--- config.mk ---
export PLATFORM = sky130hd
export DESIGN_NAME = debounced_key_settings_control_core
export DESIGN_NICKNAME = d
export VERILOG_FILES = /design/src/rtl/core/dksc_pkg.sv /design/src/rtl/core/dksc_lane.sv /design/src/rtl/core/dksc_settings.sv /design/src/rtl/core/debounced_key_settings_control_core.sv
export SDC_FILE = /design/constraint.sdc
export NUM_CORES = 1
export LEC_CHECK = 0
export BUFFER_PORTS_ARGS = -buffer_cell sky130_fd_sc_hd__clkbuf_2
export CELL_PAD_IN_SITES_DETAIL_PLACEMENT = 0
export CELL_PAD_IN_SITES_GLOBAL_PLACEMENT = 1
export CORE_MARGIN = 3
export CORE_UTILIZATION = 46
export DETAILED_ROUTE_END_ITERATION = 16
export PLACE_DENSITY_LB_ADDON = 0.1
export SYNTH_ARGS = -nofsm -noshare
export SYNTH_HDL_FRONTEND = slang
export SYNTH_SLANG_ARGS = --single-unit
--- constraint.sdc ---
create_clock -name clk -period 5.6 [get_ports clk]
set_clock_uncertainty 0.2 [all_clocks]
set_input_delay 0.28 -clock clk [delete_from_list [all_inputs] [get_ports clk]]
set_output_delay 0.28 -clock clk [all_outputs]
set_load 0.01 [all_outputs]
--- src/rtl/core/dksc_pkg.sv ---
// Shared constants and types for the debounced key settings control core.
package dksc_pkg;

	localparam int NumKeys        = 4;
	localparam int KeyLineW       = 4;
	localparam int ActionKeys     = 4;
	localparam int DebounceSamples = 4;
	localparam int ThrW           = 8;

	localparam logic [ThrW-1:0] ThresholdMaxRst = 8'd99;
	localparam logic [ThrW-1:0] ThresholdRst    = 8'd0;

	localparam int KeyMode   = 0;
	localparam int KeyEdit   = 1;
	localparam int KeyRaise  = 2;
	localparam int KeyLower  = 3;

	typedef struct packed {
		logic            mode;
		logic            edit;
		logic            buzzer;
		logic            relay;
		logic [ThrW-1:0] threshold;
	} settings_t;

	typedef struct packed {
		logic [KeyLineW-1:0] keys;
		settings_t           settings;
		logic                save_req;
		logic [ThrW-1:0]     save_val;
	} result_t;

endpackage

--- src/rtl/core/dksc_lane.sv ---
// One key lane: sample history shift register and debounced level.
module dksc_lane import dksc_pkg::*; (
	input  logic clk,
	input  logic arst_n,
	input  logic advance,
	input  logic sample,
	output logic level_d,
	output logic press
);

	logic [DebounceSamples-1:0] history_q;
	logic [DebounceSamples-1:0] history_d;
	logic                       level_q;

	assign history_d = {history_q[DebounceSamples-2:0], sample};

	always_comb begin
		if (history_d == '0) begin
			level_d = 1'b0;
		end else if (history_d == '1) begin
			level_d = 1'b1;
		end else begin
			level_d = level_q;
		end
	end

	// Press edge: released before this tick, pressed after it.
	assign press = level_q & ~level_d;

	always_ff @(posedge clk or negedge arst_n) begin
		if (!arst_n) begin
			history_q <= '1;
			level_q   <= 1'b1;
		end else if (advance) begin
			history_q <= history_d;
			level_q   <= level_d;
		end
	end

endmodule

--- src/rtl/core/dksc_settings.sv ---
// Settings machine: merges the press edges of all lanes in key order.
module dksc_settings import dksc_pkg::*; (
	input  logic                  clk,
	input  logic                  arst_n,
	input  logic                  advance,
	input  logic [ActionKeys-1:0] press,
	input  logic [ThrW-1:0]       stored_threshold,
	input  logic [ThrW-1:0]       threshold_max,
	output settings_t             settings_d,
	output logic                  save_req,
	output logic [ThrW-1:0]       save_val
);

	settings_t cur_q;

	always_comb begin
		settings_d = cur_q;
		save_req   = 1'b0;
		save_val   = '0;
		if (press[KeyMode]) begin
			settings_d.mode = ~settings_d.mode;
		end
		if (press[KeyEdit]) begin
			if (!settings_d.mode) begin
				if (settings_d.edit) begin
					save_req        = 1'b1;
					save_val        = settings_d.threshold;
					settings_d.edit = 1'b0;
				end else begin
					settings_d.edit      = 1'b1;
					settings_d.threshold = stored_threshold;
				end
			end else begin
				settings_d.buzzer = ~settings_d.buzzer;
			end
		end
		if (press[KeyRaise]) begin
			if (!settings_d.mode) begin
				if (settings_d.threshold >= threshold_max) begin
					settings_d.threshold = threshold_max;
				end else begin
					settings_d.threshold = settings_d.threshold + 1'b1;
				end
			end else begin
				settings_d.relay = 1'b1;
			end
		end
		if (press[KeyLower]) begin
			if (!settings_d.mode) begin
				if (settings_d.threshold != '0) begin
					settings_d.threshold = settings_d.threshold - 1'b1;
				end
			end else begin
				settings_d.relay = 1'b0;
			end
		end
	end

	always_ff @(posedge clk or negedge arst_n) begin
		if (!arst_n) begin
			cur_q.mode      <= 1'b0;
			cur_q.edit      <= 1'b0;
			cur_q.buzzer    <= 1'b0;
			cur_q.relay     <= 1'b0;
			cur_q.threshold <= ThresholdRst;
		end else if (advance) begin
			cur_q <= settings_d;
		end
	end

endmodule

--- src/rtl/core/debounced_key_settings_control_core.sv ---
// Top level: key lanes, settings merge, output register with skid stage.
//
//  channel | handshake            | payload
//  --------+----------------------+----------------------------------------------
//  input   | in_valid / in_stall  | key_lines, stored_threshold
//  output  | out_valid / out_stall| debounced_keys, work_mode, edit_active,
//          |                      | buzzer_enable, relay_on, threshold,
//          |                      | save_request, save_value
//  config  | cfg_we               | cfg_wdata (threshold_max)
//
// One transaction per cycle while in_stall is low; the lane and merge logic
// feed the output register, or the skid register while a result waits there.
// The skid stage lets one more transaction in while a result waits, so
// in_stall rises only once both output registers hold results.
// Reset clears key histories to released, all settings flags and the
// threshold to zero, and threshold_max to 99; no clearing pass is needed.
module debounced_key_settings_control_core import dksc_pkg::*; (
	input  logic                clk,
	input  logic                arst_n,
	input  logic                in_valid,
	output logic                in_stall,
	input  logic [KeyLineW-1:0] key_lines,
	input  logic [ThrW-1:0]     stored_threshold,
	output logic                out_valid,
	input  logic                out_stall,
	output logic [KeyLineW-1:0] debounced_keys,
	output logic                work_mode,
	output logic                edit_active,
	output logic                buzzer_enable,
	output logic                relay_on,
	output logic [ThrW-1:0]     threshold,
	output logic                save_request,
	output logic [ThrW-1:0]     save_value,
	input  logic                cfg_we,
	input  logic [ThrW-1:0]     cfg_wdata
);

	logic [ThrW-1:0]       threshold_max_q;
	logic                  accept;
	logic                  take;
	logic [NumKeys-1:0]    level_d;
	logic [NumKeys-1:0]    press;
	logic [ActionKeys-1:0] press_act;
	logic [KeyLineW-1:0]   keys_out;
	settings_t             settings_d;
	logic                  save_req;
	logic [ThrW-1:0]       save_val;
	result_t               result;
	result_t               out_q;
	result_t               skid_q;
	logic                  out_valid_q;
	logic                  skid_valid_q;

	// Stall only when the skid stage already holds a result.
	assign in_stall = skid_valid_q;
	assign accept   = in_valid & ~skid_valid_q;
	assign take     = out_valid_q & ~out_stall;

	always_ff @(posedge clk or negedge arst_n) begin
		if (!arst_n) begin
			threshold_max_q <= ThresholdMaxRst;
		end else if (cfg_we) begin
			threshold_max_q <= cfg_wdata;
		end
	end

	// Key lanes: lines past the input field read as released.
	for (genvar i = 0; i < NumKeys; i++) begin : g_lane
		logic sample;
		if (i < KeyLineW) begin : g_line
			assign sample = key_lines[i];
		end else begin : g_none
			assign sample = 1'b1;
		end
		dksc_lane u_lane (
			.clk     (clk),
			.arst_n  (arst_n),
			.advance (accept),
			.sample  (sample),
			.level_d (level_d[i]),
			.press   (press[i])
		);
	end

	// Only the first keys carry actions; report levels of the keys that exist.
	always_comb begin
		press_act = '0;
		keys_out  = '0;
		for (int i = 0; i < ActionKeys; i++) begin
			if (i < NumKeys) begin
				press_act[i] = press[i];
			end
		end
		for (int i = 0; i < KeyLineW; i++) begin
			if (i < NumKeys) begin
				keys_out[i] = level_d[i];
			end
		end
	end

	dksc_settings u_settings (
		.clk              (clk),
		.arst_n           (arst_n),
		.advance          (accept),
		.press            (press_act),
		.stored_threshold (stored_threshold),
		.threshold_max    (threshold_max_q),
		.settings_d       (settings_d),
		.save_req         (save_req),
		.save_val         (save_val)
	);

	assign result.keys     = keys_out;
	assign result.settings = settings_d;
	assign result.save_req = save_req;
	assign result.save_val = save_val;

	// Output register plus skid: refill from skid first, else from the new result.
	always_ff @(posedge clk or negedge arst_n) begin
		if (!arst_n) begin
			out_valid_q  <= 1'b0;
			skid_valid_q <= 1'b0;
		end else if (take) begin
			if (skid_valid_q) begin
				skid_valid_q <= 1'b0;
			end else begin
				out_valid_q <= accept;
			end
		end else if (accept) begin
			if (out_valid_q) begin
				skid_valid_q <= 1'b1;
			end else begin
				out_valid_q <= 1'b1;
			end
		end
	end

	always_ff @(posedge clk) begin
		if (take) begin
			if (skid_valid_q) begin
				out_q <= skid_q;
			end else if (accept) begin
				out_q <= result;
			end
		end else if (accept) begin
			if (out_valid_q) begin
				skid_q <= result;
			end else begin
				out_q <= result;
			end
		end
	end

	assign out_valid      = out_valid_q;
	assign debounced_keys = out_q.keys;
	assign work_mode      = out_q.settings.mode;
	assign edit_active    = out_q.settings.edit;
	assign buzzer_enable  = out_q.settings.buzzer;
	assign relay_on       = out_q.settings.relay;
	assign threshold      = out_q.settings.threshold;
	assign save_request   = out_q.save_req;
	assign save_value     = out_q.save_val;

endmodule
==> impl_metrics.csv <==
group,metric,value,unit
run_status,status,"complete, no violations",
grt,grt_usage,17.8,%
critical_path,critPathArrivalTime,5360,ps
grt,grt_pass1_vias,3050,
placed_design,hpwl,6360,um
grt,grt_max_degree,39,
grt,grt-busiest-layer,"met2",
timing,fmax,188,MHz
hold_path,worst_hold_path_type,"input port to flop",
synthesis,synthArstFlopShare,43.2,%
synthesis,yosys_most_used_dff,"edfxtp_1",
grt,grt-ovfl-total,0,
clocking,cts_made_buffers,9,
routing,firstDrtPassIters,4,
final_layout,syn_to_final_growth,16.9,%
power_and_ir_drop,p_per_area,483,nW/um^2
timing,min_period,5330,ps
floorplanning,fp.coreArea,9330,um^2
critical_path,crit_fanout,10,
routing,routedWlPerCell,15.2,um
floorplanning,die_h,105,um
clocking,clock-sinks,88,
final_layout,most-common-layout-cells,"nand2_1 (65), clkbuf_2 (51), edfxtp_1 (50)",
timing,layout_setup_ws,270,ps
grt,grt_pass1_wl,15500,um
grt,antenna_found_initial,0,
critical_path,cp-end-kind,"flop",
power_and_ir_drop,power_switching,0.942,mW
routing,drt-total-wl,9230,um
synthesis,synth_edf_count,50,
floorplanning,die_area,10900,um^2
power_and_ir_drop,p_int,1.58,mW
clocking,h-tree-depth,3,
grt,use_met3,4.01,%
floorplanning,num_rows,35,
synthesis,synth_top_cell_by_area,"edfxtp_1",
routing,vias_per_cell,5.10,
timing,hold_violations,0,
floorplanning,start_util,48.0,%
synthesis,syn_area,4470,um^2
timing,report.final.setup_viol,0,
placed_design,port_buffers,51,
synthesis,synth.area.top_cells,"edfxtp_1 (34%), dfstp_2 (12%), dfrtp_1 (10%), nand2_1 (5.5%), mux2_2 (4.8%)",
timing,worst_pin_slew,977,ps
synthesis,synth.avg_cell_area,11.1,um^2
clocking,clockBufferDepth,2,
grt,use_met2,27.2,%
routing,drc,0,
clocking,clk_pin_slew_worst_paths,100,ps
timing,setup_tns,0,ps
final_layout,final_common_cell,"nand2_1",
final_layout,finalCoreUtilization,56.1,%
placed_design,gp_congestion,0.765,
clocking,cts_tree,"yes",
clocking,clockRootBuffer,"clkbuf_8",
power_and_ir_drop,pwr-share-comb,37.1,%
final_layout,drive_above_1_share,28.6,%
power_and_ir_drop,seq_power_share,44.2,%
placed_design,dpl_worst_slack,390,ps
routing,antenna_left,0,
timing,slew_headroom,34.8,%
synthesis,synthCells,403,
final_layout,num_antenna_cells,0,
synthesis,yosys_warnings,0,
floorplanning,io_pins,52,
power_and_ir_drop,clockPowerShare,18.7,%
run,cap_viol_max_count,0,
synthesis,synth_fp_nets,440,
critical_path,worstPathRequired,5630,ps
synthesis,ys_seq_area_share,55.4,%
synthesis,ys_types,55,
routing,vias,3087,
power_and_ir_drop,p_sw_share,37.3,%
timing,post-route-period-util,95.2,%
power_and_ir_drop,leakagePower,2.26,nW
synthesis,synth-seq-cells,88,
critical_path,startpoint_type,"input port",
power_and_ir_drop,irDropWorstVdd,0.000196,V
synthesis,synth_top_area_share,33.6,%
floorplanning,die_x,105,um
critical_path,critPathKind,"input port to flop",
final_layout,final_nets,508,
clocking,clk_latency,360,ps
timing,slew_viol_final,0,
routing,drtIter0Drc,192,
grt,grt_use_met1,26.1,%
power_and_ir_drop,power,2.52,mW
-- layout make-up --
type / count / area, um^2
Clock buffer: 9 / 124
Tap cell: 129 / 161
Timing Repair Buffer: 73 / 455
Clock inverter: 7 / 85.1
Sequential cell: 88 / 2480
Inverter: 24 / 90.1
Multi-Input combinational cell: 275 / 1840
Fill cell: 831 / 4100
-- cell families after synthesis --
group	synth area share, %
flops	55.4
xor+xnor	1.37
compound gates	10.8
fa+ha+maj	3.36
mux	9.31
buf+inv	3.80
simple gates	15.9
-- cell usage after synthesis (6+ instances only) --
| master | count |
|---|---|
| a21oi_1 | 23 |
| and2_1 | 12 |
| and3_1 | 6 |
| clkbuf_1 | 13 |
| dfrtp_1 | 18 |
| dfstp_2 | 20 |
| edfxtp_1 | 50 |
| ha_1 | 12 |
| inv_1 | 24 |
| mux2_2 | 19 |
| mux2i_1 | 13 |
| nand2_1 | 65 |
| nand3_1 | 9 |
| nor2_1 | 21 |
| nor3_1 | 6 |
| o21ai_0 | 22 |
| xnor2_1 | 6 |
-- what timing repair did --
action                     in CTS  in global routing
hold buffers                   14                  0
setup endpoints to repair       0                 17
gates resized for setup         0                  4
setup buffers                   0                  1
hold endpoints to repair       31                  0
-- worst max-delay path, cell delays in order --
cell and delay, ps:
dlygate4sd3_1 530, clkbuf_2 130, or3_4 390, or3_1 380, and4b_2 290, mux2_4 330
ha_1 300, a21o_1 160, a2111oi_1 400, o21a_1 270, or2_2 260, o21ai_0 140
mux2i_2 290, buf_4 170, and4b_1 230, and4_1 200, mux2i_1 380, mux2_2 220
-- stage by stage --
step / hold slack [ps] / instances / area, um^2
floorplan: -216 / 403 / 4470
global placement: 256 / 574 / 4870
detailed placement: 259 / 574 / 4870
CTS: 12.8 / 604 / 5220
global route: 38.8 / 605 / 5230
finish: 25.8 / 605 / 5230
-- path summary, 6_finish.rpt --
check	startpoint	endpoint	slack, ps	cells after the start
setup reg to reg	g_lane[0].u_lane.history_q[2]	threshold[7]	490	16
hold reg to reg	g_lane[1].u_lane.history_q[2]	g_lane[1].u_lane.history_q[2]	270	2
max in group asynchronous	arst_n	threshold_max_q[7]	4160	2
hold / removal	out_stall	in_stall	30	3
setup / recovery	key_lines[0]	threshold[7]	270	18
min in group asynchronous	arst_n	in_stall	440	2
-- registers in the layout (all words and copies together) (netlist names), 4 cells and up --
| name | flops |
|---|---|
| skid_q | 25 |
| threshold | 8 |
| g_lane.u_lane.level_q | 4 |
| u_settings.cur_q | 12 |
| save_value | 8 |
| g_lane.u_lane.history_q | 12 |
| threshold_max_q | 8 |
| debounced_keys | 4 |
-- power by group through the flow --
stage / registers, mW / clock network [mW] / logic, mW
after global routing: 1.14 / 0.519 / 1.06
after floorplan: 1.15 / 0 / 0.609
after detailed placement: 1.13 / 0 / 0.923
after global placement: 1.13 / 0 / 0.905
after CTS: 1.12 / 0.488 / 0.934
final: 1.12 / 0.472 / 0.936
-- per-layer routing --
| layer | routed length (um) | vias to the layer above |
|---|---|---|
| li1 | - | 1563 |
| met1 | 4730 | 1467 |
| met2 | 4090 | 51 |
| met3 | 335 | 6 |
| met4 | 70 | 0 |
| met5 | 0 | - |
(Power assumes the default switching activity.)
